$ cat src/rtl/cdtf_pkg.sv
// Shared types and constants for the clipped depth-tested framebuffer.
`default_nettype none
package cdtf_pkg;

  localparam logic [2:0] CMD_WRITE   = 3'd0;
  localparam logic [2:0] CMD_TEST    = 3'd1;
  localparam logic [2:0] CMD_RDPIX   = 3'd2;
  localparam logic [2:0] CMD_RDDEPTH = 3'd3;
  localparam logic [2:0] CMD_FILL    = 3'd4;
  localparam logic [2:0] CMD_CLEAR   = 3'd5;

  localparam logic [2:0] REG_SURF_W = 3'd0;
  localparam logic [2:0] REG_SURF_H = 3'd1;
  localparam logic [2:0] REG_CLIP_L = 3'd2;
  localparam logic [2:0] REG_CLIP_T = 3'd3;
  localparam logic [2:0] REG_CLIP_W = 3'd4;
  localparam logic [2:0] REG_CLIP_H = 3'd5;

  localparam int SURF_W = 9;
  localparam int COORD_W = 10;

  // classified command, as it travels from the front to the back
  typedef struct packed {
    logic [2:0]         cmd;
    logic               ok;
    logic [COORD_W-1:0] x;
    logic [COORD_W-1:0] y;
    logic [COORD_W-1:0] x_last;
    logic [COORD_W-1:0] y_last;
    logic [SURF_W-1:0]  stride;
    logic [31:0]        color;
    logic [15:0]        depth;
  } item_t;

endpackage
`default_nettype wire

$ cat src/rtl/cdtf_queue.sv
// Two-entry queue between the front end and the store sequencer.
`default_nettype none
module cdtf_queue import cdtf_pkg::*; (
  input  logic  clk,
  input  logic  rst,
  input  logic  push,
  input  item_t push_item,
  input  logic  pop,
  output logic  full,
  output logic  q_valid,
  output item_t head
);

  item_t slots [2];
  logic wp, rp;
  logic [1:0] count;

  always_ff @(posedge clk) begin
    if (push) slots[wp] <= push_item;
  end

  always_ff @(posedge clk) begin
    if (rst) begin
      wp    <= 1'b0;
      rp    <= 1'b0;
      count <= 2'd0;
    end else begin
      if (push) wp <= ~wp;
      if (pop)  rp <= ~rp;
      count <= count + {1'b0, push} - {1'b0, pop};
    end
  end

  assign head    = slots[rp];
  assign full    = (count == 2'd2);
  assign q_valid = (count != 2'd0);

endmodule
`default_nettype wire

$ cat config.mk
export PLATFORM = sky130hd
export DESIGN_NAME = cdtf_queue
export DESIGN_NICKNAME = d
export VERILOG_FILES = /design/src/rtl/cdtf_pkg.sv /design/src/rtl/cdtf_queue.sv
export SDC_FILE = /design/constraint.sdc
export NUM_CORES = 1
export LEC_CHECK = 0
export ABC_AREA = 1
export BUFFER_PORTS_ARGS = -buffer_cell sky130_fd_sc_hd__buf_2
export CORE_MARGIN = 1
export CORE_UTILIZATION = 40
export CTS_CLUSTER_DIAMETER = 200
export DETAILED_ROUTE_END_ITERATION = 6
export GPL_ROUTABILITY_DRIVEN = 0
export PLACE_DENSITY = 0.62
export SLEW_MARGIN = 10
export SYNTH_ARGS = -nofsm -noshare
export SYNTH_HDL_FRONTEND = slang
export SYNTH_SLANG_ARGS = --single-unit
$ cat constraint.sdc
create_clock -name clk -period 14.1 [get_ports clk]
set_clock_uncertainty 0.2 [all_clocks]
set_input_delay 0.705 -clock clk [delete_from_list [all_inputs] [get_ports clk]]
set_output_delay 0.705 -clock clk [all_outputs]
set_load 0.1 [all_outputs]
; Word-level counts from Yosys, hierarchy flattened
; Memory sizes are Yosys's and may differ from the RTL's. A register that Yosys moved wholly into a read port is not among the register bits.
; Index checks and enable logic that the tools add are counted.
[totals]
mem_count = 1
word_cells = 14
regBits = 4
out_inout_bits = 103
ram_bits = 202
[op_classes]
addsub = 2
bitwise_logic = 2
muxes = 4
reduce_logical = 1
eq_ne = 1
[mem_list]
columns = name, depth, word_bits, rd, rd_ports_with_merged_regs, write_ports, line_no
row1 = slots, 2, 101, 1, 1, 1, cdtf_queue.sv:14  ; item_t slots [2];
[op_table]
columns = operator, count
row1 = 2-to-1 mux 1 bit, 4
row2 = adder 2 x 1 -> 2 bit, 1
row3 = == test 2 bit (second input constant), 1
row4 = NOT 1 bit, 2
row5 = nonzero test 2 bit, 1
row6 = subtractor 2 x 1 -> 2 bit, 1

; Depth between registers and ports, before layout
; Gate-level depths: netlist of the first run.
[depth]
depth_word = 3
mapped_depth = 9
mapped_depth_nobuf = 9

; Worst setup path after synthesis of the first run
; No wires, ideal clock.
[synth_path]
kind = input-to-reg
start = in push
end = mem slots[0][0] (netlist bit), enable pin
path_buffers = 0
stages = 2
t_arrival_ps = 4973
setup_slack_ps = 8363
cell_sequence = inv_1 > nor2_1
[synth_between]
elab_chain_cells = 2
[synth_rtl]
columns = element, line_no
row1 = from (decl), cdtf_queue.sv:6  ; input logic push,
row2 = 2-to-1 mux 1 bit, cdtf_queue.sv:19  ; if (push) slots[wp] <= push_item;
row3 = 2-to-1 mux 1 bit (implied by the code), cdtf_queue.sv:19
row4 = to (decl), cdtf_queue.sv:14
; Every way passes these cells.

==> key figures, run 1 <==
Run status
  – Status: finished clean

Logic synthesis
  – Syn_nets: 452
  – Mean Syn Cell Area: 23.1 µm²
  – Largest family of logic cells by synthesized area: multiplexers
  – Post-synthesis sequential area ratio: 77.4%
  – Mapped Area: 0.00796 mm²
  – Cell taking the most area after synthesis: edfxtp_1
  – Most common cell in the synthesized netlist: edfxtp_1
  – Post-synth top cells: edfxtp_1 (202), mux2_4 (90), mux2_2 (11)
  – Synthesized flop and latch total: 207
  – Simple-gate share of the synthesized area: 0.691%
  – Xor and xnor area share after synthesis: 0.110%
  – Post-Syn Instances: 345
  – Adder-Cell Fraction of Synth Area: 0.314%
  – Number of synthesized flops with an enable pin: 202
  – Warnings from Yosys: 0
  – Share of the synthesized area in the top cell type: 76.2%
  – Synth Area in Compound Gates: 0.0629%
  – Mux cell area share after synthesis: 18.5%
  – Cell variety after synth: 15
  – Top_reg_cell synth: edfxtp_1
  – Area contributors post-synth: edfxtp_1 (76%), mux2_4 (17%), buf_12 (2.3%)
  – Synth async-reset ratio: 0%

CTS
  – Clk buf depth: 3
  – Clock root buffer master: clkbuf_16
  – Clock Pin Slew Worst Setup and Hold Paths: 60 ps
  – CTS Buf Count: 23
  – Worst skew pair latency: 500 ps
  – CTS resizes: 0
  – CTS tree: built
  – Post-CTS setup buffers: 0
  – Clock sinks: 207
  – CTS Hold Bufs: 0
  – Htree depth: 1

STA
  – RSZ-0062 raised after global routing: no
  – Hold Violations, Final: 0
  – Final setup vio count: 0
  – Slew headroom: 35.7%
  – Worst Tran Pin Value: 964 ps
  – Min cycle time layout: 3980 ps
  – Slew Viols, Final: 0
  – Final Cycle Share: 28.2%
  – Maximum clock rate: 251 MHz
  – Final setup TNS: 0 ps
  – Final WS setup: 10120 ps

Floorplanning
  – Die height: 143 µm
  – Die area: 0.0205 mm²
  – Row count: 51
  – Core Area: 0.0195 mm²
  – Horiz. Die Dim: 143 µm
  – Num ports: 208
  – Starting Density: 40.9%

Drt
  – DRT Pass-1 Iters: 4
  – Routed wire length: 13.9 mm
  – DRT iter0 DRCs: 174
  – Vias per Instance: 4.50
  – DRT antenna net count: 0
  – Drc violations: 0
  – WL per Instance: 16.3 µm
  – Via count: 3832

Worst setup path
  – Worst EP arrival: 3080 ps
  – Crit path kind: reg2out
  – CP endpoint kind: primary output
  – Max FO, Critical Path: 53
  – Worst EP required: 13190 ps
  – Worst setup SP type: flop

Power and ir drop
  – Maximum resistive drop on vdd: 0.0000906 V
  – LEAKAGE: 3.91 nW
  – Total Power: 1.63 mW
  – Power Dens Cells: 165 mW/mm²

Layout
  – Ratio of cells with drive above 1 in the final layout: 59.0%
  – Synthesis-to-finish area growth: 23.8%
  – Nets: 677
  – Final Util: 50.7%

Global route
  – Initial antenna violation count: 4
  – Largest net degree at the start of global routing: 63
  – Total gr overflow: 0
  – Global-route wire length before repair: 20.8 mm
  – GRT Total Usage: 13.2%
  – Number of global-route vias before repair: 3943

Placed design
  – PortBufs: 207
  – Pre-CTS setup slack: 10560 ps
  – Dpl hpwl: 9.17 mm

Flow run
  – Max cap viols: 0

Hold path
  – Worst Hold Class: in2reg
[through the flow]
| stage | hold WS, ps | cell area [µm²] | instances |
|---|---|---|---|
| floorplan | 280 | 7960 | 345 |
| global placement | 289 | 9180 | 810 |
| detailed placement | 305 | 9180 | 810 |
| CTS | 168 | 9850 | 850 |
| global route | 170 | 9860 | 852 |
| finish | 192 | 9860 | 852 |
[area by class of cell]
class	instances	area [µm²]
Multi-Input combinational cell	119	1580
Antenna cell	2	5.00
Inverter	8	32.5
Clock buffer	29	598
Sequential cell	207	6170
Clock inverter	11	78.8
Timing Repair Buffer	211	1070
Fill cell	1603	9600
Tap cell	265	332
[worst max-delay path, stage by stage, from the launching register on]
cell,delay (ps)
dfxtp_4,970
buf_4,820
mux2_2,310
buf_2,420
[final timing paths]
check / start / endpoint / slack (ps) / cells past startpoint
setup / recovery: flop / head[100] / 10120 / 3
hold / removal: push_item[16] / slots[1][16]$_DFFE_PP_ / 190 / 1
setup reg to reg: wp$_SDFFE_PP0P_ / slots[1][37]$_DFFE_PP_ / 11730 / 3
hold reg to reg: rp$_SDFFE_PP0P_ / flop / 310 / 2
[registers in the layout, indices dropped and copies added, names as in the netlist, named ones only]
name and flops:
slots 202, count 2, wp 1, rp 1
[layout by cell type, fill, tap and decap left out, drive strengths merged]
cell type,netlist,final
clkinv,0,9
inv,8,9
xnor2,1,1
edfxtp,202,202
clkbuf,0,29
nor3,1,1
a21oi,1,1
nor2,7,7
diode,0,2
dfxtp,5,5
nand2,5,5
ha,2,2
nand3,1,1
bufinv,0,1
buf,11,211
mux2,101,101
[per-layer routing]
| layer | wire length (µm) | share of wire (%) | up-vias | global-route usage, % |
|---|---|---|---|---|
| li1 | - | - | 1808 | - |
| met1 | 5440 | 39 | 1863 | 15.7 |
| met2 | 6950 | 50 | 135 | 21.8 |
| met3 | 1130 | 8.1 | 24 | 4.83 |
| met4 | 352 | 2.5 | 2 | 5.26 |
| met5 | 11 | 0.079 | - | 0 |
[cell families (layout without fill, tap and decap cells)]
| family | Yosys count | count (layout) |
|---|---|---|
| simple gates | 14 | 14 |
| flops | 207 | 207 |
| compound gates | 1 | 1 |
| xor+xnor | 1 | 1 |
| mux | 101 | 101 |
| fa+ha+maj | 2 | 2 |
| buf+inv | 19 | 259 |
| other cells | 0 | 2 |
[where the power goes]
group	total (mW)	switching, mW	internal, mW
clock	0.534	0.217	0.317
combinational	0.362	0.282	0.0807
sequential	0.729	0.0159	0.713
No activity file was read; power rests on OpenSTA's default activity.
==> run 2: changes to the inputs <==
--- a/config.mk
+++ b/config.mk
@@ -5,14 +5,14 @@
 export SDC_FILE = /design/constraint.sdc
 export NUM_CORES = 1
 export LEC_CHECK = 0
-export ABC_AREA = 1
+export ABC_AREA = 0
 export BUFFER_PORTS_ARGS = -buffer_cell sky130_fd_sc_hd__buf_2
 export CORE_MARGIN = 1
 export CORE_UTILIZATION = 40
 export CTS_CLUSTER_DIAMETER = 200
 export DETAILED_ROUTE_END_ITERATION = 6
 export GPL_ROUTABILITY_DRIVEN = 0
-export PLACE_DENSITY = 0.62
+export PLACE_DENSITY = 0.65
 export SLEW_MARGIN = 10
 export SYNTH_ARGS = -nofsm -noshare
 export SYNTH_HDL_FRONTEND = slang
==> constraint.sdc (replaced) <==
create_clock -name clk -period 3.58 [get_ports clk]
set_clock_uncertainty 0.2 [all_clocks]
set_input_delay 0.179 -clock clk [delete_from_list [all_inputs] [get_ports clk]]
set_output_delay 0.179 -clock clk [all_outputs]
set_load 0.1 [all_outputs]
==> run 2 against run 1 <==
Compared with the run above: design area increased by 11%; worst setup slack got worse by 9200 ps; die area about the same; via count increased by 9.9%; sequential power increased to 4.0 times the previous value; synthesized area about the same; utilization increased by 5.6 points; clock power increased to 3.9 times the previous value; critical path type unchanged; highest routed layer is now met4.
==> key figures, run 2 <==
Run status
  – Status: finished clean (unchanged)

Global route
  – Largest net degree at the start of global routing: 53 (was 63)
  – Global-route wire length before repair: 22.9 mm (was 20.8 mm)
  – Initial antenna violation count: 0 (was 4)
  – GRT Total Usage: 14.5% (was 13.2%)
  – Total gr overflow: 0 (unchanged)
  – Number of global-route vias before repair: 4565 (was 3943)

Placed design
  – PortBufs: 207 (unchanged)
  – Dpl hpwl: 9.17 mm (about the same)

Drt
  – WL per Instance: 15.9 µm (was 16.3 µm)
  – Routed wire length: 15.1 mm (was 13.9 mm)
  – Via count: 4213 (was 3832)
  – DRT iter0 DRCs: 147 (was 174)
  – Vias per Instance: 4.45 (was 4.50)
  – DRT Pass-1 Iters: 4 (unchanged)
  – DRT antenna net count: 0 (unchanged)
  – Drc violations: 0 (unchanged)

Floorplanning
  – Starting Density: 40.9% (about the same)
  – Row count: 51 (unchanged)
  – Die height: 143 µm (about the same)
  – Die area: 0.0205 mm² (about the same)
  – Horiz. Die Dim: 143 µm (about the same)
  – Core Area: 0.0195 mm² (unchanged)
  – Num ports: 208 (unchanged)

Logic synthesis
  – Post-synthesis sequential area ratio: 77.5% (was 77.4%)
  – Most common cell in the synthesized netlist: edfxtp_1 (unchanged)
  – Post-synth top cells: edfxtp_1 (202), mux2_4 (90), mux2_2 (11) (unchanged)
  – Mapped Area: 0.00796 mm² (about the same)
  – Warnings from Yosys: 0 (unchanged)
  – Post-Syn Instances: 335 (was 345)
  – Number of synthesized flops with an enable pin: 202 (unchanged)
  – Cell taking the most area after synthesis: edfxtp_1 (unchanged)
  – Mean Syn Cell Area: 23.8 µm² (was 23.1 µm²)
  – Cell variety after synth: 15 (unchanged)
  – Share of the synthesized area in the top cell type: 76.2% (about the same)
  – Top_reg_cell synth: edfxtp_1 (unchanged)
  – Syn_nets: 442 (was 452)
  – Area contributors post-synth: edfxtp_1 (76%), mux2_4 (17%), buf_12 (2.3%) (unchanged)
  – Synth async-reset ratio: 0% (unchanged)
  – Synthesized flop and latch total: 207 (unchanged)

Worst setup path
  – Worst path slowest cell: dfxtp_4 (unchanged)
  – Critical-path cell list: buf_4 -> mux2_2 -> buf_2 (unchanged)
  – Slowest stage delay, CP: 770 ps (was 970 ps)
  – Delay-heaviest family, CP: flip-flops (was buffers and inverters)
  – Depth of the most critical reg-to-reg path: 2 (was 3)
  – CP endpoint kind: primary output (unchanged)
  – Worst EP required: 3200 ps (was 13190 ps)
  – Crit path kind: reg2out (unchanged)
  – Critical R2R Launch: wp$_SDFFE_PP0P_ (unchanged)
  – WP buf/inv: 2 (unchanged)
  – Worst setup slack for register-to-register paths: 1530 ps (was 11730 ps)
  – Worst reg2reg endpoint: slots[1][33]$_DFFE_PP_ (was slots[1][37]$_DFFE_PP_)
  – Worst setup SP type: flop (unchanged)
  – Max FO, Critical Path: 35 (was 53)
  – Worst EP arrival: 2330 ps (was 3080 ps)

Power and ir drop
  – Int Pwr: 4.49 mW (was 1.11 mW)
  – Combinational power share: 25.0% (was 22.3%)
  – Clock share of power: 31.5% (was 32.9%)
  – Maximum resistive drop on vdd: 0.000415 V (was 0.0000906 V)
  – Net switching power: 2.15 mW (was 0.515 mW)
  – Sw frac: 32.4% (was 31.7%)
  – Sequential power share: 43.5% (was 44.9%)
  – Total Power: 6.64 mW (was 1.63 mW)
  – Power Dens Cells: 607 mW/mm² (was 165 mW/mm²)
  – LEAKAGE: 4.35 nW (was 3.91 nW)

Layout
  – Nets: 773 (was 677)
  – Biggest regs: slots: 202 flops, count: 2 flops (unchanged)
  – Most frequent cells in the layout: buf_2 (207), edfxtp_1 (202), dlygate4sd3_1 (105) (was buf_2 (207), edfxtp_1 (202), mux2_4 (90))
  – Ratio of cells with drive above 1 in the final layout: 50.8% (was 59.0%)
  – Most flop-heavy register: slots (unchanged)
  – Final Util: 56.2% (was 50.7%)
  – Ant. Diodes: 0 (was 2)
  – Synthesis-to-finish area growth: 37.6% (was 23.8%)
  – Commonest non-fill, non-tap cell in the layout: buf_2 (unchanged)
  – Max reg flops: 202 (unchanged)

STA
  – Min cycle time layout: 2710 ps
  – Slew headroom: 48.7% (was 35.7%)
  – Final Cycle Share: 75.6%
  – Final setup TNS: 0 ps (unchanged)
  – RSZ-0062 raised after global routing: no (unchanged)
  – Maximum clock rate: 370 MHz
  – Final setup vio count: 0 (unchanged)
  – Hold Violations, Final: 0 (unchanged)
  – Worst Tran Pin Value: 770 ps (was 964 ps)
  – Slew Viols, Final: 0 (unchanged)

CTS
  – Clock root buffer master: clkbuf_16 (unchanged)
  – CTS Buf Count: 22 (was 23)
  – Clk buf depth: 3 (unchanged)
  – CTS tree: built (unchanged)
  – Worst skew pair latency: 490 ps (was 500 ps)
  – Clock sinks: 207 (unchanged)
  – Clock Pin Slew Worst Setup and Hold Paths: 60 ps (about the same)
  – Htree depth: 1 (unchanged)
  – CTS resizes: 0 (unchanged)

Hold path
  – Worst Hold End: slots[1][44]$_DFFE_PP_ (was slots[1][16]$_DFFE_PP_)
  – Worst Hold Class: in2reg (unchanged)
  – Cells on Worst Hold Path: 2 (was 1)
  – Hold Path Origin: push_item[44] (was push_item[16])

Flow run
  – Max cap viols: 0 (unchanged)
-- run 2: cell count changes after synthesis, sizes merged, moves of 3 or more --
| cell | delta |
|---|---|
| inv | -6 |
| nand2 | -5 |
| nor2 | -3 |
| nor2b | +3 |
-- run 2: worst max-delay path by stage --
| stage | startpoint | end | slack (ps) | cells past startpoint |
|---|---|---|---|---|
| floorplan | wp$_SDFFE_PP0P_ | slots[1][0]$_DFFE_PP_ | 170 | 1 |
| global placement | flop | head[0] | 1380 | 3 |
| detailed placement | flop | head[7] | 1350 | 3 |
| CTS | flop | head[7] | 790 | 3 |
| global route | flop | head[7] | 740 | 3 |
| finish | flop | head[7] | 870 | 3 |
-- run 2: cell type report --
type,count,area (µm²)
clock buffers,26,587
repair buffers,318,2170
flip-flops and latches,207,6170
multi-input cells,115,1600
inverters,2,7.51
clock inverters,13,83.8
well taps,265,332
fillers,1511,8520
-- run 2: power groups by stage --
stage | Sequential (mW) | Combinational (mW) | Clock [mW]
floorplan | 2.92 | 1.39 | 0
global placement | 2.93 | 1.57 | 0
detailed placement | 2.94 | 1.58 | 0
CTS | 2.89 | 1.67 | 2.17
global route | 2.91 | 1.72 | 2.26
finish | 2.89 | 1.66 | 2.09
-- run 2: logic make-up after synthesis --
kind of cell / share of synthesized area, %
flip-flops: 77.5
AND/OR/NAND/NOR: 0.582
adder cells (fa/ha/maj): 0.314
multiplexers: 18.5
XOR/XNOR: 0.503
buffers and inverters: 2.56
-- run 2: routing by layer --
metal | track usage [%] | routed length, µm | vias to the layer above
li1 | - | - | 1994
met1 | 17.0 | 5970 | 2058
met2 | 26.3 | 7880 | 140
met3 | 3.96 | 1020 | 21
met4 | 3.57 | 208 | 0
met5 | 0 | 0 | -
-- run 2: worst reg2reg max path: stages, from the launching register on --
cell     delay [ps]
dfxtp_1         410
and2_4          680
buf_12          400
-- run 2: what timing repair did --
item                      in CTS  in global routing
hold buffers                 105                  0
hold endpoints to repair     207                  0
buffers inserted               0                  0
-- run 2: per-stage QoR --
stage / hold WS, ps / worst slack (ps) / instance area (µm²) / std cells
2_1_floorplan: 50.6 / 165 / 7960 / 335
3_3_place_gp: 166 / 1380 / 9220 / 802
3_5_place_dp: 170 / 1350 / 9220 / 802
4_1_cts: 181 / 790 / 10900 / 946
5_1_grt: 192 / 739 / 10900 / 946
6_report: 206 / 875 / 10900 / 946
==> run 3: changes to the inputs <==
--- a/config.mk
+++ b/config.mk
@@ -12,7 +12,7 @@
 export CTS_CLUSTER_DIAMETER = 200
 export DETAILED_ROUTE_END_ITERATION = 6
 export GPL_ROUTABILITY_DRIVEN = 0
-export PLACE_DENSITY = 0.65
+export PLACE_DENSITY = 0.62
 export SLEW_MARGIN = 10
 export SYNTH_ARGS = -nofsm -noshare
 export SYNTH_HDL_FRONTEND = slang
==> constraint.sdc (replaced) <==
create_clock -name clk -period 2.7 [get_ports clk]
set_clock_uncertainty 0.2 [all_clocks]
set_input_delay 0.135 -clock clk [delete_from_list [all_inputs] [get_ports clk]]
set_output_delay 0.135 -clock clk [all_outputs]
set_load 0.1 [all_outputs]
==> run 3 against run 2 <==
Compared with the run above: via count is 0.69% lower; non-clock buffer count is 1 higher; global-route usage is 0.14 points lower; cell count stayed put; highest routed layer unchanged; largest cell class unchanged; critical path depth stayed put; die area stayed put.
==> key figures, run 3 (same netlist as run 2, synthesis figures left out) <==
Drt
  – Vias per Instance: 4.42 (was 4.45)
  – Routed wire length: 15.0 mm (was 15.1 mm)
  – Via count: 4184 (was 4213)
  – WL per Instance: 15.8 µm (was 15.9 µm)
  – Drc violations: 0 (unchanged)
  – DRT iter0 DRCs: 154 (was 147)
  – DRT Pass-1 Iters: 4 (unchanged)
  – DRT antenna net count: 0 (unchanged)

Worst setup path
  – CP endpoint kind: primary output (unchanged)
  – Worst setup slack for register-to-register paths: 940 ps (was 1530 ps)
  – Slowest stage delay, CP: 490 ps (was 770 ps)
  – Crit path kind: reg2out (unchanged)
  – Delay-heaviest family, CP: buffers and inverters (was flip-flops)
  – Worst path slowest cell: dfxtp_4 (unchanged)
  – WP buf/inv: 2 (unchanged)
  – Worst setup SP type: flop (unchanged)
  – Critical-path cell list: buf_4 -> mux2_2 -> buf_2 (unchanged)
  – Max FO, Critical Path: 17 (was 35)
  – Worst EP required: 2370 ps (was 3200 ps)
  – Worst EP arrival: 2010 ps (was 2330 ps)

Run status
  – Status: finished clean (unchanged)

Floorplanning
  – Row count: 51 (unchanged)
  – Num ports: 208 (unchanged)
  – Core Area: 0.0195 mm² (unchanged)
  – Starting Density: 40.9% (unchanged)
  – Die area: 0.0205 mm² (unchanged)
  – Horiz. Die Dim: 143 µm (unchanged)
  – Die height: 143 µm (unchanged)

CTS
  – CTS Hold Bufs: 105 (unchanged)
  – Clk buf depth: 3 (unchanged)
  – Post-CTS setup buffers: 0 (unchanged)
  – Clock root buffer master: clkbuf_16 (unchanged)
  – Clock sinks: 207 (unchanged)
  – Clock Pin Slew Worst Setup and Hold Paths: 60 ps (about the same)
  – CTS Buf Count: 22 (unchanged)
  – Worst skew pair latency: 490 ps (about the same)
  – Htree depth: 1 (unchanged)
  – CTS resizes: 0 (unchanged)
  – CTS tree: built (unchanged)

Global route
  – GRT Total Usage: 14.4% (was 14.5%)
  – Initial antenna violation count: 0 (unchanged)
  – Largest net degree at the start of global routing: 60 (was 53)
  – Global-route wire length before repair: 22.6 mm (was 22.9 mm)
  – Total gr overflow: 0 (unchanged)
  – Number of global-route vias before repair: 4443 (was 4565)

STA
  – Hold Violations, Final: 0 (unchanged)
  – Final setup TNS: 0 ps (unchanged)
  – RSZ-0062 raised after global routing: no (unchanged)
  – Final setup vio count: 0 (unchanged)
  – Slew Viols, Final: 0 (unchanged)
  – Final Cycle Share: 86.9%
  – Slew headroom: 61.7% (was 48.7%)
  – Min cycle time layout: 2350 ps
  – Final WS setup: 353 ps (was 875 ps)
  – Worst Tran Pin Value: 574 ps (was 770 ps)
  – Maximum clock rate: 426 MHz

Layout
  – Max reg flops: 202 (unchanged)
  – Synthesis-to-finish area growth: 37.9% (was 37.6%)
  – Ant. Diodes: 0 (unchanged)
  – Ratio of cells with drive above 1 in the final layout: 51.1% (was 50.8%)
  – Nets: 774 (was 773)
  – Most flop-heavy register: slots (unchanged)
  – Most frequent cells in the layout: buf_2 (207), edfxtp_1 (202), dlygate4sd3_1 (105) (unchanged)
  – Commonest non-fill, non-tap cell in the layout: buf_2 (unchanged)
  – Biggest regs: slots: 202 flops, count: 2 flops (unchanged)

Placed design
  – Pre-CTS setup slack: 857 ps (was 1350 ps)
  – PortBufs: 207 (unchanged)
  – Dpl hpwl: 9.04 mm (was 9.17 mm)

Power and ir drop
  – Maximum resistive drop on vdd: 0.000571 V (was 0.000415 V)
  – Power Dens Cells: 804 mW/mm² (was 607 mW/mm²)
  – LEAKAGE: 4.36 nW (was 4.35 nW)

Hold path
  – Worst Hold Class: in2reg (unchanged)

Flow run
  – Max cap viols: 0 (unchanged)
run 3: cell count changes in the layout (fill, tap and decap cells not counted), sizes merged:
cell and delta:
inv -1, buf +1, clkinv -3, clkbuf +3
run 3: per-layer routing:
metal | track usage (%) | wire (µm) | up-vias
met2 | 25.3 | 7350 | 146
met3 | 3.42 | 931 | 23
met4 | 4.24 | 268 | 0
li1 | - | - | 1985
met5 | 0 | 0 | -
met1 | 17.5 | 6430 | 2030
run 3: metrics by stage:
stage          util (%)  instances  total power [mW]  cell area, µm²  hold WS, ps
2_1_floorplan         -        335              5.70            7970         6.61
3_3_place_gp       47.6        803              5.97            9260          123
3_5_place_dp       47.6        803              6.00            9260          126
4_1_cts            56.4        946              8.94           11000          138
5_1_grt            56.4        946              9.13           11000          149
6_report           56.4        946              8.82           11000          161
run 3: layout make-up:
class	count	area, µm²
fillers	1506	8490
flip-flops and latches	207	6170
repair buffers	319	2200
multi-input cells	115	1600
clock buffers	29	598
well taps	265	332
clock inverters	9	66.3
inverters	2	7.51
run 3: worst paths after layout:
kind                                       from                endpoint  cells after the start
worst max-delay path                       flop                 head[4]                      3
worst min-delay path              push_item[61]  slots[0][61]$_DFFE_PP_                      2
worst max register to register  wp$_SDFFE_PP0P_  slots[1][42]$_DFFE_PP_                      2
worst min register to register  rp$_SDFFE_PP0P_         rp$_SDFFE_PP0P_                      2
run 3: report_power, final:
group          internal, mW  total (mW)  switching [mW]
Combinational         0.573        2.23            1.65
Clock                  1.64        2.78            1.13
Sequential             3.75        3.81          0.0616
