## src/rtl/cdtf_pkg.sv

```systemverilog
// Shared types and constants for the clipped depth-tested framebuffer.
`default_nettype none
package cdtf_pkg;

  localparam logic [2:0] CMD_WRITE   = 3'd0;
  localparam logic [2:0] CMD_TEST    = 3'd1;
  localparam logic [2:0] CMD_RDPIX   = 3'd2;
  localparam logic [2:0] CMD_RDDEPTH = 3'd3;
  localparam logic [2:0] CMD_FILL    = 3'd4;
  localparam logic [2:0] CMD_CLEAR   = 3'd5;

  localparam logic [2:0] REG_SURF_W = 3'd0;
  localparam logic [2:0] REG_SURF_H = 3'd1;
  localparam logic [2:0] REG_CLIP_L = 3'd2;
  localparam logic [2:0] REG_CLIP_T = 3'd3;
  localparam logic [2:0] REG_CLIP_W = 3'd4;
  localparam logic [2:0] REG_CLIP_H = 3'd5;

  localparam int SURF_W = 9;
  localparam int COORD_W = 10;

  // classified command, as it travels from the front to the back
  typedef struct packed {
    logic [2:0]         cmd;
    logic               ok;
    logic [COORD_W-1:0] x;
    logic [COORD_W-1:0] y;
    logic [COORD_W-1:0] x_last;
    logic [COORD_W-1:0] y_last;
    logic [SURF_W-1:0]  stride;
    logic [31:0]        color;
    logic [15:0]        depth;
  } item_t;

endpackage
`default_nettype wire

```

## src/rtl/cdtf_if.sv

```systemverilog
// Channel interfaces: command input, result output and register writes.
`default_nettype none
interface cdtf_in_if;
  logic               valid;
  logic               ready;
  logic [2:0]         cmd;
  logic signed [15:0] pos_x;
  logic signed [15:0] pos_y;
  logic signed [15:0] rect_width;
  logic signed [15:0] rect_height;
  logic [7:0]         red;
  logic [7:0]         green;
  logic [7:0]         blue;
  logic [7:0]         alpha;
  logic [15:0]        depth_value;
  modport source(output valid, cmd, pos_x, pos_y, rect_width, rect_height, red, green, blue,
                 alpha, depth_value, input ready);
  modport sink(input valid, cmd, pos_x, pos_y, rect_width, rect_height, red, green, blue,
               alpha, depth_value, output ready);
endinterface


interface cdtf_cfg_if;
  logic        valid;
  logic        ready;
  logic [2:0]  index;
  logic [15:0] data;
  modport source(output valid, index, data, input ready);
  modport sink(input valid, index, data, output ready);
endinterface
`default_nettype wire

```

## src/rtl/cdtf_front.sv

```systemverilog
// Front end: configuration registers, bounds/clip checks and fill rectangle clipping.
`default_nettype none
module cdtf_front import cdtf_pkg::*; #(
  parameter int MAX_WIDTH  = 256,
  parameter int MAX_HEIGHT = 256
) (
  input  logic       clk,
  input  logic       rst,
  cdtf_cfg_if.sink   cfg,
  cdtf_in_if.sink    pix_in,
  input  logic       q_full,
  input  logic       init_busy,
  output logic       push,
  output item_t      item
);

  logic [SURF_W-1:0] surf_w;
  logic [SURF_W-1:0] surf_h;
  logic signed [15:0] clip_left;
  logic signed [15:0] clip_top;
  logic signed [15:0] clip_width;
  logic signed [15:0] clip_height;

  assign cfg.ready = 1'b1;

  always_ff @(posedge clk) begin
    if (rst) begin
      surf_w      <= 9'd256;
      surf_h      <= 9'd256;
      clip_left   <= 16'sd0;
      clip_top    <= 16'sd0;
      clip_width  <= 16'sd256;
      clip_height <= 16'sd256;
    end else if (cfg.valid) begin
      case (cfg.index)
        REG_SURF_W: surf_w      <= cfg.data[SURF_W-1:0];
        REG_SURF_H: surf_h      <= cfg.data[SURF_W-1:0];
        REG_CLIP_L: clip_left   <= cfg.data;
        REG_CLIP_T: clip_top    <= cfg.data;
        REG_CLIP_W: clip_width  <= cfg.data;
        REG_CLIP_H: clip_height <= cfg.data;
        default: ;
      endcase
    end
  end

  assign pix_in.ready = !q_full && !init_busy;
  assign push = pix_in.valid && pix_in.ready;

  logic [SURF_W-1:0] eff_w, eff_h;
  assign eff_w = ({23'd0, surf_w} > 32'(MAX_WIDTH))  ? SURF_W'(MAX_WIDTH)  : surf_w;
  assign eff_h = ({23'd0, surf_h} > 32'(MAX_HEIGHT)) ? SURF_W'(MAX_HEIGHT) : surf_h;

  logic signed [17:0] xs, ys, ew, eh, cl, ct, cr, cb, xe, ye;
  logic signed [17:0] mx, my, x0, y0, nx, ny, x1, y1, xl, yl;
  logic inb, inc, fill_ok;

  always_comb begin
    xs = 18'(pix_in.pos_x);
    ys = 18'(pix_in.pos_y);
    ew = $signed({9'd0, eff_w});
    eh = $signed({9'd0, eff_h});
    cl = 18'(clip_left);
    ct = 18'(clip_top);
    cr = cl + 18'(clip_width);
    cb = ct + 18'(clip_height);
    xe = xs + 18'(pix_in.rect_width);
    ye = ys + 18'(pix_in.rect_height);

    inb = (xs >= 18'sd0) && (ys >= 18'sd0) && (xs < ew) && (ys < eh);
    inc = (xs >= cl) && (ys >= ct) && (xs < cr) && (ys < cb);

    mx = (xs > 18'sd0) ? xs : 18'sd0;
    my = (ys > 18'sd0) ? ys : 18'sd0;
    x0 = (mx > cl) ? mx : cl;
    y0 = (my > ct) ? my : ct;
    nx = (ew < xe) ? ew : xe;
    ny = (eh < ye) ? eh : ye;
    x1 = (nx < cr) ? nx : cr;
    y1 = (ny < cb) ? ny : cb;
    xl = x1 - 18'sd1;
    yl = y1 - 18'sd1;
    fill_ok = (x1 > x0) && (y1 > y0);

    item.cmd    = pix_in.cmd;
    item.stride = eff_w;
    item.color  = {pix_in.red, pix_in.green, pix_in.blue, pix_in.alpha};
    item.depth  = pix_in.depth_value;
    item.x      = xs[COORD_W-1:0];
    item.y      = ys[COORD_W-1:0];
    item.x_last = xl[COORD_W-1:0];
    item.y_last = yl[COORD_W-1:0];
    case (pix_in.cmd)
      CMD_WRITE, CMD_TEST:    item.ok = inb && inc;
      CMD_RDPIX, CMD_RDDEPTH: item.ok = inb;
      CMD_FILL: begin
        item.ok = fill_ok;
        item.x  = x0[COORD_W-1:0];
        item.y  = y0[COORD_W-1:0];
      end
      default: item.ok = 1'b0;
    endcase
  end

endmodule
`default_nettype wire

```

## src/flat_wrapper.sv

```systemverilog
// flat-port wrapper written by rule: the top's interface ports become plain ports
module cdtf_front_flat import cdtf_pkg::*;
#(
  parameter int MAX_WIDTH  = 256,
  parameter int MAX_HEIGHT = 256
)
  (clk, rst, q_full, init_busy, push, item, cfg_valid, cfg_index, cfg_data, cfg_ready, pix_in_valid, pix_in_cmd, pix_in_pos_x, pix_in_pos_y, pix_in_rect_width, pix_in_rect_height, pix_in_red, pix_in_green, pix_in_blue, pix_in_alpha, pix_in_depth_value, pix_in_ready);
  cdtf_cfg_if cfg_i ();
  cdtf_in_if pix_in_i ();
  input  logic clk;
  input  logic rst;
  input  logic q_full;
  input  logic init_busy;
  output logic push;
  output item_t item;
  input wire logic [$bits(cfg_i.valid)-1:0] cfg_valid;
  input wire logic [$bits(cfg_i.index)-1:0] cfg_index;
  input wire logic [$bits(cfg_i.data)-1:0] cfg_data;
  output wire logic [$bits(cfg_i.ready)-1:0] cfg_ready;
  input wire logic [$bits(pix_in_i.valid)-1:0] pix_in_valid;
  input wire logic [$bits(pix_in_i.cmd)-1:0] pix_in_cmd;
  input wire logic [$bits(pix_in_i.pos_x)-1:0] pix_in_pos_x;
  input wire logic [$bits(pix_in_i.pos_y)-1:0] pix_in_pos_y;
  input wire logic [$bits(pix_in_i.rect_width)-1:0] pix_in_rect_width;
  input wire logic [$bits(pix_in_i.rect_height)-1:0] pix_in_rect_height;
  input wire logic [$bits(pix_in_i.red)-1:0] pix_in_red;
  input wire logic [$bits(pix_in_i.green)-1:0] pix_in_green;
  input wire logic [$bits(pix_in_i.blue)-1:0] pix_in_blue;
  input wire logic [$bits(pix_in_i.alpha)-1:0] pix_in_alpha;
  input wire logic [$bits(pix_in_i.depth_value)-1:0] pix_in_depth_value;
  output wire logic [$bits(pix_in_i.ready)-1:0] pix_in_ready;
  assign cfg_i.valid = cfg_valid;
  assign cfg_i.index = cfg_index;
  assign cfg_i.data = cfg_data;
  assign cfg_ready = cfg_i.ready;
  assign pix_in_i.valid = pix_in_valid;
  assign pix_in_i.cmd = pix_in_cmd;
  assign pix_in_i.pos_x = pix_in_pos_x;
  assign pix_in_i.pos_y = pix_in_pos_y;
  assign pix_in_i.rect_width = pix_in_rect_width;
  assign pix_in_i.rect_height = pix_in_rect_height;
  assign pix_in_i.red = pix_in_red;
  assign pix_in_i.green = pix_in_green;
  assign pix_in_i.blue = pix_in_blue;
  assign pix_in_i.alpha = pix_in_alpha;
  assign pix_in_i.depth_value = pix_in_depth_value;
  assign pix_in_ready = pix_in_i.ready;
  cdtf_front #(.MAX_WIDTH(MAX_WIDTH), .MAX_HEIGHT(MAX_HEIGHT)) u_core (.clk(clk), .rst(rst), .cfg(cfg_i), .pix_in(pix_in_i), .q_full(q_full), .init_busy(init_busy), .push(push), .item(item));
endmodule
```

## config.mk

```make
export PLATFORM = sky130hd
export DESIGN_NAME = cdtf_front_flat
export DESIGN_NICKNAME = d
export VERILOG_FILES = /design/src/rtl/cdtf_pkg.sv /design/src/rtl/cdtf_if.sv /design/src/rtl/cdtf_front.sv /design/src/flat_wrapper.sv
export SDC_FILE = /design/constraint.sdc
export NUM_CORES = 1
export LEC_CHECK = 0
export BUFFER_PORTS_ARGS = -buffer_cell sky130_fd_sc_hd__buf_2
export CORE_AREA = 2 2 147 149
export CTS_BUF_LIST = sky130_fd_sc_hd__clkbuf_16
export DETAILED_ROUTE_END_ITERATION = 8
export DIE_AREA = 0 0 149 151
export GPL_TIMING_DRIVEN = 0
export PLACE_DENSITY = 0.85
export RECOVER_POWER = 100
export SYNTH_ARGS = -nofsm -noshare
export SYNTH_HDL_FRONTEND = slang
export SYNTH_SLANG_ARGS = --single-unit
```

## constraint.sdc

```tcl
create_clock -name clk -period 22.2 [get_ports clk]
set_input_delay 4.44 -clock clk [delete_from_list [all_inputs] [get_ports clk]]
set_output_delay 4.44 -clock clk [all_outputs]
set_load 0.05 [all_outputs]
```

Word-level counts from Yosys, hierarchy flattened
Index checks and enable logic that the tools add are counted.
{"block": "word_totals", "elab_cells": 75, "regBits": 82, "in_bits": 140}
{"block": "op_classes", "magnitude_cmp": 20, "addsub": 6, "mux": 12, "n_reduce_logical": 22, "eq_ne": 9}
{"cell": "$mux W18", "n": 8}
{"cell": "$add A16 B16 Y17", "n": 4}
{"cell": "$gt A18 B16 Y1", "n": 2}
{"cell": "$gt A18 B18 Y1", "n": 2}
{"cell": "$lt A10 B18 Y1", "n": 2}
{"cell": "$lt A18 B17 Y1", "n": 2}
{"cell": "$lt A16 B17 Y1", "n": 2}
{"cell": "$ge A16 B1 Y1 const B", "n": 2}
{"cell": "$ge A16 B16 Y1", "n": 2}
{"cell": "$gt A16 B1 Y1 const B", "n": 2}
{"cell": "$lt A16 B10 Y1", "n": 2}
{"cell": "$mux W20", "n": 1}
{"cell": "$sub A10 B2 Y10 const B", "n": 2}
{"cell": "$gt A9 B9 Y1 const B", "n": 2}
{"cell": "$mux W9", "n": 2}
{"cell": "$eq A3 B2 Y1 const B", "n": 4}
{"cell": "$reduce_and A2 Y1", "n": 6}
{"cell": "$logic_and A1 B1 Y1", "n": 10}
{"cell": "$eq A3 B3 Y1 const B", "n": 3}
{"cell": "$eq A3 B1 Y1 const B", "n": 2}
{"cell": "$logic_not A3 Y1", "n": 2}
{"cell": "$reduce_or A2 Y1", "n": 2}
{"cell": "$pmux W1 S3", "n": 1}
{"cell": "$logic_not A1 Y1", "n": 2}

Logic depth before layout (Yosys ltp)
Gate-level depths: netlist of the first run.
{"block": "logic_depth", "ltp_word": 9, "ltp_mapped": 40, "mapped_depth_nobuf": 36}

Worst setup path after synthesis of the first run
No wires, ideal clock.
{"block": "synth_timing", "path_type": "input to output", "from": "in pix_in_rect_width[0]", "to": "out item[97] (netlist name)", "setup_slack_ps": 5677, "stages": 33, "arrival_time_ps": 12083, "n_path_buf": 4, "path_cell_list": "ha_1 > inv_1 > fa_1 > nor2b_1 > o311a_1 > o41a_1 > a311o_1 > a2111oi_2 > o31ai_1 > xnor2_1 > nand4bb_1 > ha_1 > clkbuf_1 > clkbuf_1 > or2_2 > inv_1 > ha_1 > nand4_1 > nor3_1 > a21oi_1 > a21oi_1 > mux2_2 > buf_2 > buf_1 > o21ai_0 > ha_1 > nor2b_1 > o21a_1 > o21a_1 > o21ai_0 > a2111oi_0 > o2111ai_1 > o41ai_1"}
{"element": "start, declared", "line_no": "flat_wrapper.sv:24", "source": "input wire logic [$bits(pix_in_i.rect_width)-1:0] pix_in_rect_width;"}
{"element": "end, declared", "line_no": "flat_wrapper.sv:15", "source": "output item_t item;"}

==> results of run 1 <==
[state kept, by name (all words and copies together), names as in the netlist]
register	cells
u_core.clip_top	16
u_core.surf_h	9
u_core.clip_left	16
u_core.clip_height	16
u_core.surf_w	9
u_core.clip_width	16
[cells in the mapped netlist (5+ instances only)]
cell type and instances:
nand2b_1 16, xor2_1 26, nor2b_1 49, or4_1 6, ha_1 262, o21a_1 21
nor2_1 91, and4_1 9, a2111oi_0 8, or2_2 11, clkbuf_1 36, a21oi_1 156
a31o_2 5, o2111ai_1 10, nor3_1 25, nor4_1 7, o211ai_1 8, buf_4 54
o31ai_1 13, dfxtp_1 82, o21ai_0 79, mux2i_1 50, a22o_1 16, a21o_1 45
nand2_1 238, a211oi_1 11, and2_1 16, inv_1 113, a31oi_1 15, nand3_1 20
xnor2_1 41, nand4_1 30, a211o_1 5
[path summary, 6_finish.rpt]
path | cells past startpoint | endpoint | slack (ns) | from
setup / recovery | 41 | item[97] | 2.78 | pix_in_pos_y[0]
hold / removal | 2 | u_core.surf_w[3] | 0.45 | u_core.surf_w[3]
setup reg to reg | 3 | u_core.surf_w[8] | 21.14 | u_core.surf_w[8]
hold reg to reg | 2 | u_core.surf_w[3] | 0.45 | u_core.surf_w[3]
[routing by layer]
layer  vias to the layer above  wire (µm)  global-route usage [%]
li1                       6271          -                       -
met1                      5785      14790                   37.85
met2                       569      17760                   57.83
met3                       119       2685                   2.440
met4                         0       1912                   16.62
met5                         -          0                       0
[layout make-up]
cell class	instances	area share, %
repair buffers	191	5.977
inverters	114	3.069
clock inverters	6	0.7718
plain buffers	95	4.038
flip-flops and latches	82	11.77
multi-input cells	1361	70.29
well taps	275	2.468
clock buffers	9	1.615
[cell families (layout without fill, tap and decap cells)]
group | count (synthesis) | count (layout)
flops | 82 | 82
fa+ha+maj | 266 | 266
compound gates | 429 | 429
simple gates | 542 | 542
xor+xnor | 67 | 67
other cells | 2 | 3
buf+inv | 209 | 415
mux | 54 | 54
[critical path: cells and delay by family]
family / cells / cell delay (ns)
and+or+nand+nor: 9 / 1.70
xor gates and xnor gates: 1 / 0.37
AOI/OAI and AO/OA: 15 / 3.32
adders and majority gates: 6 / 1.87
buffers and inverters: 9 / 2.92
muxes: 1 / 0.35
[per-stage QoR]
| stage | setup WS, ns | power (mW) |
|---|---|---|
| after CTS | 3.815 | 0.8820 |
| after global routing | 2.447 | 0.9273 |
| after floorplan | 5.677 | 0.5851 |
| after global placement | 3.977 | 0.7043 |
| after detailed placement | 3.836 | 0.7150 |
| final | 2.784 | 0.8790 |
[report_power, final]
group	leakage, nW	internal (mW)	switching (mW)
Sequential	0.664	0.150	0.00326
Clock	0.167	0.109	0.0595
Combinational	5.55	0.181	0.376
==> impl_metrics.json, run 1 <==
{
  "syn_inst": 1651,
  "cp_slowest_cell": "clkbuf_1",
  "fillerInstances": 1862,
  "synth_top_family_by_area": "adder cells",
  "async_flop_share_pct": 0,
  "yosysSeqAreaShare_pct": 13.20,
  "io_buffers": 191,
  "final-seq-area_um2": 1642,
  "grt_pass1_wl_mm": 57.71,
  "h-tree-depth": 3,
  "setup_viol": 0,
  "finish.utilization_pct": 66.96,
  "num_io_pins": 244,
  "fin_cells": 2133,
  "numCtsBuffers": 9,
  "avgSynthCellArea_um2": 7.532,
  "fp.dieArea_um2": 22500,
  "drtPass1Iterations": 7,
  "grt_usage_pct": 31.96,
  "dp_hpwl_mm": 30.82,
  "row_count": 53,
  "cpMostUsedCell": "clkbuf_1",
  "clkSinkCount": 82,
  "cts_tree": "yes",
  "required_ns": 17.76,
  "drt_iter0_markers": 663,
  "hold_path.class": "reg2reg",
  "slew_viol_final": 0,
  "grt_overflow": 0,
  "synth_ff_type": "dfxtp_1",
  "place_congestion": 0.9815,
  "synth_area_leaders": "ha_1 26%, dfxtp_1 13%, nand2_1 7.2%, a21oi_1 6.3%, mux2i_1 4.0%",
  "yosysTopAreaCellShare_pct": 26.36,
  "vias": 12740,
  "synthAdderAreaFrac_pct": 27.00,
  "drive_above_1_share_pct": 10.28,
  "dieHeight_um": 151,
  "synth-compound-area-share_pct": 21.83,
  "drcViolationCount": 0,
  "cts-root-buf": "clkbuf_16",
  "final_common_cell": "ha_1",
  "via_per_inst": 5.975,
  "skew_ns": 0,
  "core_um2": 20820,
  "cts_resized": 0,
  "grt_setup_unrepaired": "no",
  "synth_warnings": 0,
  "path_class": "in2out",
  "diodes": 0,
  "final_nets": 2260,
  "whs_ns": 0.4511,
  "synth_edf_count": 0,
  "fmax_mhz": 51.50,
  "die_w_um": 149,
  "start_kind": "input pin",
  "status": "completed",
  "power_density_nw_per_um2": 63.05,
  "multi_input_area_um2": 9799,
  "ir_drop_mv": 0.1127,
  "slew_headroom_pct": 23.50,
  "leakage_nw": 6.385,
  "clk_path_buf_depth": 2,
  "synth_cell_types": 72,
  "hold_viol": 0,
  "syn2layout_area_growth_pct": 12.11,
  "post_dp_cell_area_um2": 13740,
  "start_util_pct": 59.72,
  "wl_mm": 37.15,
  "synth-seq-cells": 82,
  "worst_path_largest_cell_delay_ns": 0.52,
  "worst_setup_path_end_kind": "primary output",
  "grt_pass1_vias": 12040,
  "grt_max_degree": 14,
  "worst_pin_slew_ns": 1.137,
  "synth.mux.area_fraction_pct": 4.387,
  "final_cell_area_um2": 13940,
  "path_clk_slew_ns": 0.05,
  "tns_ns": 0,
  "maxCapViolCount": 0,
  "placed_cells_incl_taps": 2118,
  "cts_hold_buf": 0,
  "wire_per_inst_um": 17.42,
  "layout_min_cycle_time_ns": 19.42,
  "final_cell_mix": "262 x ha_1, 238 x nand2_1, 156 x a21oi_1, 137 x clkbuf_1, 114 x inv_1",
  "cp.arrival_ns": 14.98,
  "final.period_utilization_pct": 87.46,
  "yosys.area_share.simple_pct": 20.77,
  "antenna_found_initial": 0,
  "synth_area_um2": 12440,
  "synth_top_cell_by_area": "ha_1",
  "antenna_left": 0,
  "cts_setup_buffers": 0,
  "clk_latency_ns": 0.34,
  "cp_max_fo": 10,
  "synth_xor_area_share_pct": 4.719
}
No activity file was read; power rests on OpenSTA's default activity.
==> inputs of run 2 (changes only) <==
- BUFFER_PORTS_ARGS: -buffer_cell sky130_fd_sc_hd__buf_2 -> not set
- DONT_BUFFER_PORTS: not set -> 1
- PLACE_DENSITY: 0.85 -> 0.75
- SKIP_CTS_REPAIR_TIMING: not set -> 1
==> impl_metrics.json, run 2 (same netlist as run 1, synthesis figures left out) <==
{
  "status": "complete, but fails checks",
  "violations": "max-capacitance violations, max-slew violations",
  "io_buffers": 0,
  "grt_pass1_wl_mm": 57.15,
  "cp_slowest_cell": "mux2i_1",
  "ir_drop_mv": 0.08664,
  "power_density_nw_per_um2": 63.78,
  "final.period_utilization_pct": 88.90,
  "grt_setup_unrepaired": "no",
  "slew_viol_final": 1,
  "vias": 11810,
  "hold_viol": 0,
  "antenna_left": 0,
  "dp_hpwl_mm": 31.08,
  "p_clk_share_pct": 19.1,
  "start_util_pct": 59.72,
  "grt_max_degree": 15,
  "pwr-share-seq_pct": 18.7,
  "fillerInstances": 2007,
  "crit_path_start": "pix_in_rect_height[0]",
  "fp.dieArea_um2": 22500,
  "place_congestion": 0.9686,
  "maxCapViolCount": 1,
  "final-seq-area_um2": 1642,
  "setup_ws_ns": 2.464,
  "grt_overflow": 0,
  "drive_above_1_share_pct": 2.628,
  "clkSinkCount": 82,
  "r2r_start": "u_core.surf_w[8]",
  "worst_pin_slew_ns": 2.240,
  "internal-power_mw": 0.4039,
  "drt_iter0_markers": 506,
  "power_frac_comb_pct": 62.2,
  "p_switching_mw": 0.4201,
  "worst_path_largest_cell_delay_ns": 1.16,
  "required_ns": 17.76,
  "cp_max_fo": 10,
  "antenna_found_initial": 0,
  "fmax_mhz": 50.67,
  "clk_path_buf_depth": 2,
  "tns_ns": 0,
  "h-tree-depth": 3,
  "via_per_inst": 6.058,
  "cts-root-buf": "clkbuf_16",
  "wl_mm": 36.66,
  "core_um2": 20820,
  "die_w_um": 149,
  "syn2layout_area_growth_pct": 3.883,
  "final_cell_mix": "262 x ha_1, 238 x nand2_1, 156 x a21oi_1, 113 x inv_1, 95 x clkbuf_1",
  "clk_latency_ns": 0.33,
  "path_class": "in2out",
  "grt_pass1_vias": 11560,
  "final_common_cell": "ha_1",
  "cts_tree": "yes",
  "drtPass1Iterations": 5,
  "drcViolationCount": 0,
  "row_count": 53,
  "path_clk_slew_ns": 0.06,
  "min_from": "u_core.surf_w[4]",
  "skew_ns": 0,
  "worst_setup_path_end_kind": "primary output",
  "hold_path.class": "reg2reg",
  "numCtsBuffers": 9,
  "final_nets": 2075,
  "wire_per_inst_um": 18.81,
  "num_io_pins": 244,
  "setup_viol": 0,
  "start_kind": "input pin",
  "diodes": 0,
  "layout_min_cycle_time_ns": 19.74,
  "netSwitchingFraction_pct": 50.98,
  "leakage_nw": 5.707,
  "grt_usage_pct": 32.12,
  "slew_headroom_pct": -51.28,
  "cp.arrival_ns": 15.30,
  "place_ws_ns": 3.364,
  "dieHeight_um": 151,
  "multi_input_area_um2": 9791
}
run 2: layout make-up:
class                           instances  area share, %
Buffer                                 95          2.867
Inverter                              114          3.312
Sequential cell                        82          12.71
Clock buffer                            9          1.743
Timing Repair Buffer                    6         0.2034
Clock inverter                          7         0.7167
Multi-Input combinational cell       1361          75.79
Tap cell                              275          2.663
run 2: stage by stage:
| step | std cells | cell area [µm²] | util, % | power [mW] | hold slack (ns) |
|---|---|---|---|---|---|
| floorplan | 1652 | 12440 | - | 0.5851 | 0.4318 |
| global placement | 1927 | 12780 | 61.39 | 0.6622 | 0.4431 |
| detailed placement | 1933 | 12830 | 61.63 | 0.6726 | 0.4463 |
| global route | 1949 | 12920 | 62.04 | 0.8771 | 0.4775 |
| finish | 1949 | 12920 | 62.04 | 0.8240 | 0.4491 |
| CTS | 1949 | 13150 | 63.15 | 0.8312 | 0.4547 |
run 2: power groups by stage:
stage                     Sequential [mW]  Clock, mW  Combinational (mW)
after floorplan                     0.156          0               0.430
after global placement              0.157          0               0.505
after detailed placement            0.157          0               0.516
after CTS                           0.154      0.160               0.518
after global routing                0.154      0.166               0.557
final                               0.154      0.158               0.512
run 2: worst max-delay path: cells and delay by family:
family,cells,cell delay (ns)
AO/OA/AOI/OAI,15,3.55
adder cells (fa/ha/maj),6,1.97
buffers and inverters,6,2.21
XOR/XNOR,1,0.22
AND/OR/NAND/NOR,9,1.73
multiplexers,1,1.16
run 2: layer usage:
| layer | vias to the layer above | wire length [µm] | part of all wire [%] | GRT usage [%] |
|---|---|---|---|---|
| met4 | 0 | 1872 | 5.1 | 15.67 |
| met5 | - | 0 | 0 | 0 |
| met1 | 5409 | 14690 | 40 | 36.17 |
| met2 | 385 | 17840 | 49 | 59.65 |
| met3 | 96 | 2253 | 6.1 | 4.187 |
| li1 | 5917 | - | - | - |
run 2: worst paths after layout:
path	end	depth (start not counted)	slack [ns]
worst max-delay path	item[97]	38	2.46
worst max register to register	u_core.surf_w[8]	3	21.14
worst min register to register	u_core.surf_w[4]	2	0.45
worst min-delay path	u_core.surf_w[4]	2	0.45
==> inputs of run 3 (changes only) <==
- CORE_AREA: 2 2 147 149 -> 2 2 135 163
- DIE_AREA: 0 0 149 151 -> 0 0 137 165
==> impl_metrics.json, run 3 (same netlist as run 1, synthesis figures left out) <==
{
  "status": "complete, but fails checks",
  "violations": "max-capacitance violations, max-slew violations",
  "fp.dieArea_um2": 22610,
  "layout_min_cycle_time_ns": 19.89,
  "maxCapViolCount": 1,
  "cp.arrival_ns": 15.45,
  "grt_pass1_vias": 11650,
  "diodes": 0,
  "dp_hpwl_mm": 31.40,
  "final.period_utilization_pct": 89.62,
  "cts_tree": "yes",
  "row_count": 58,
  "drcViolationCount": 0,
  "path_clk_slew_ns": 0.06,
  "placed_cells_incl_taps": 1928,
  "ir_drop_mv": 0.09252,
  "fillerInstances": 2033,
  "start_util_pct": 59.50,
  "required_ns": 17.76,
  "core_um2": 20900,
  "critPathBufInv": 6,
  "place_congestion": 0.9705,
  "drive_above_1_share_pct": 2.688,
  "leakage_nw": 5.706,
  "worst_path_largest_cell_delay_ns": 1.15,
  "cp_num_cells": 38,
  "dieHeight_um": 165,
  "num_io_pins": 244,
  "worstRegToRegCells": 3,
  "cp_max_fo": 10,
  "slew_headroom_pct": -51.84,
  "hold_path.class": "reg2reg",
  "grt_max_degree": 16,
  "clkSinkCount": 82,
  "power_density_nw_per_um2": 63.36,
  "cts-root-buf": "clkbuf_16",
  "tns_ns": 0,
  "setup_viol": 0,
  "drtPass1Iterations": 5,
  "die_w_um": 137,
  "antenna_left": 0,
  "final_nets": 2075,
  "grt_pass1_wl_mm": 57.93,
  "clk_path_buf_depth": 2,
  "numCtsBuffers": 9,
  "total_power_mw": 0.8171,
  "cp_slowest_cell": "mux2i_1",
  "wl_mm": 37.73,
  "antenna_found_initial": 0,
  "start_kind": "input pin",
  "final_common_cell": "ha_1",
  "worstHoldPathCells": 2,
  "grt_setup_unrepaired": "no",
  "path_class": "in2out",
  "wire_per_inst_um": 19.41,
  "grt_overflow": 0,
  "hold_viol": 0,
  "worst_pin_slew_ns": 2.248,
  "skew_ns": 0,
  "io_buffers": 0,
  "worst_setup_path_end_kind": "primary output",
  "fin_cells": 1944,
  "final_cell_mix": "262 x ha_1, 238 x nand2_1, 156 x a21oi_1, 113 x inv_1, 95 x clkbuf_1",
  "h-tree-depth": 3,
  "crit_family": "compound AO/OA/AOI/OAI gates",
  "slew_viol_final": 1,
  "clk_latency_ns": 0.34,
  "syn2layout_area_growth_pct": 3.702,
  "finish.utilization_pct": 61.70,
  "grt_usage_pct": 32.90,
  "drt_iter0_markers": 604,
  "via_per_inst": 6.128,
  "vias": 11910,
  "fmax_mhz": 50.26
}
run 3: cell types whose count changed in the layout (fill, tap and decap cells not counted):
cell / delta
and2_0: -1
clkinv_2: +1
bufinv_16: -1
and2_1: +1
clkinv_4: +1
clkinv_1: -1
inv_8: +1
clkinvlp_4: -1
run 3: report_power, final:
group | internal (mW) | total [mW] | switching [mW]
registers | 0.150 | 0.154 | 0.00337
logic | 0.156 | 0.513 | 0.357
clock network | 0.0881 | 0.151 | 0.0627
total | 0.394 | 0.817 | 0.423
run 3: through the flow:
step                      setup slack (ns)  hold WS [ns]  instance area (µm²)
final                                2.305        0.4561                12900
after global routing                 1.692        0.4722                12900
after CTS                            3.164        0.4567                13130
after detailed placement             3.214        0.4477                12830
after global placement               3.111        0.4377                12780
after floorplan                      5.677        0.4318                12440
run 3: area by class of cell:
type,count,area [µm²],share of cell area (%)
plain buffers,95,370.4,2.872
clock buffers,9,225.2,1.746
clock inverters,7,76.32,0.5918
well taps,270,337.8,2.620
flip-flops and latches,82,1642,12.73
multi-input cells,1361,9791,75.92
repair buffers,6,26.28,0.2037
inverters,114,427.9,3.318
run 3: worst reg2reg max path: cells and delay by family (launching register included):
family	cells	cell delay, ns
compound gates	1	0.27
buf+inv	1	0.23
flops	1	0.39
simple gates	1	0.08
run 3: routing by layer:
metal  track usage, %  up-vias  share of wire, %
met2            59.48      431                49
met3            4.727      130               6.4
met5                0        -                 0
li1                 -     5916                 -
met4            20.99        0               6.4
met1            35.50     5435                38
run 3: final timing paths:
check,startpoint,endpoint,slack (ns)
min,u_core.surf_w[7],u_core.surf_w[7],0.46
max reg2reg,u_core.surf_w[8],u_core.surf_w[8],21.13
max,pix_in_rect_height[0],item[97],2.31
min reg2reg,u_core.surf_w[7],u_core.surf_w[7],0.46
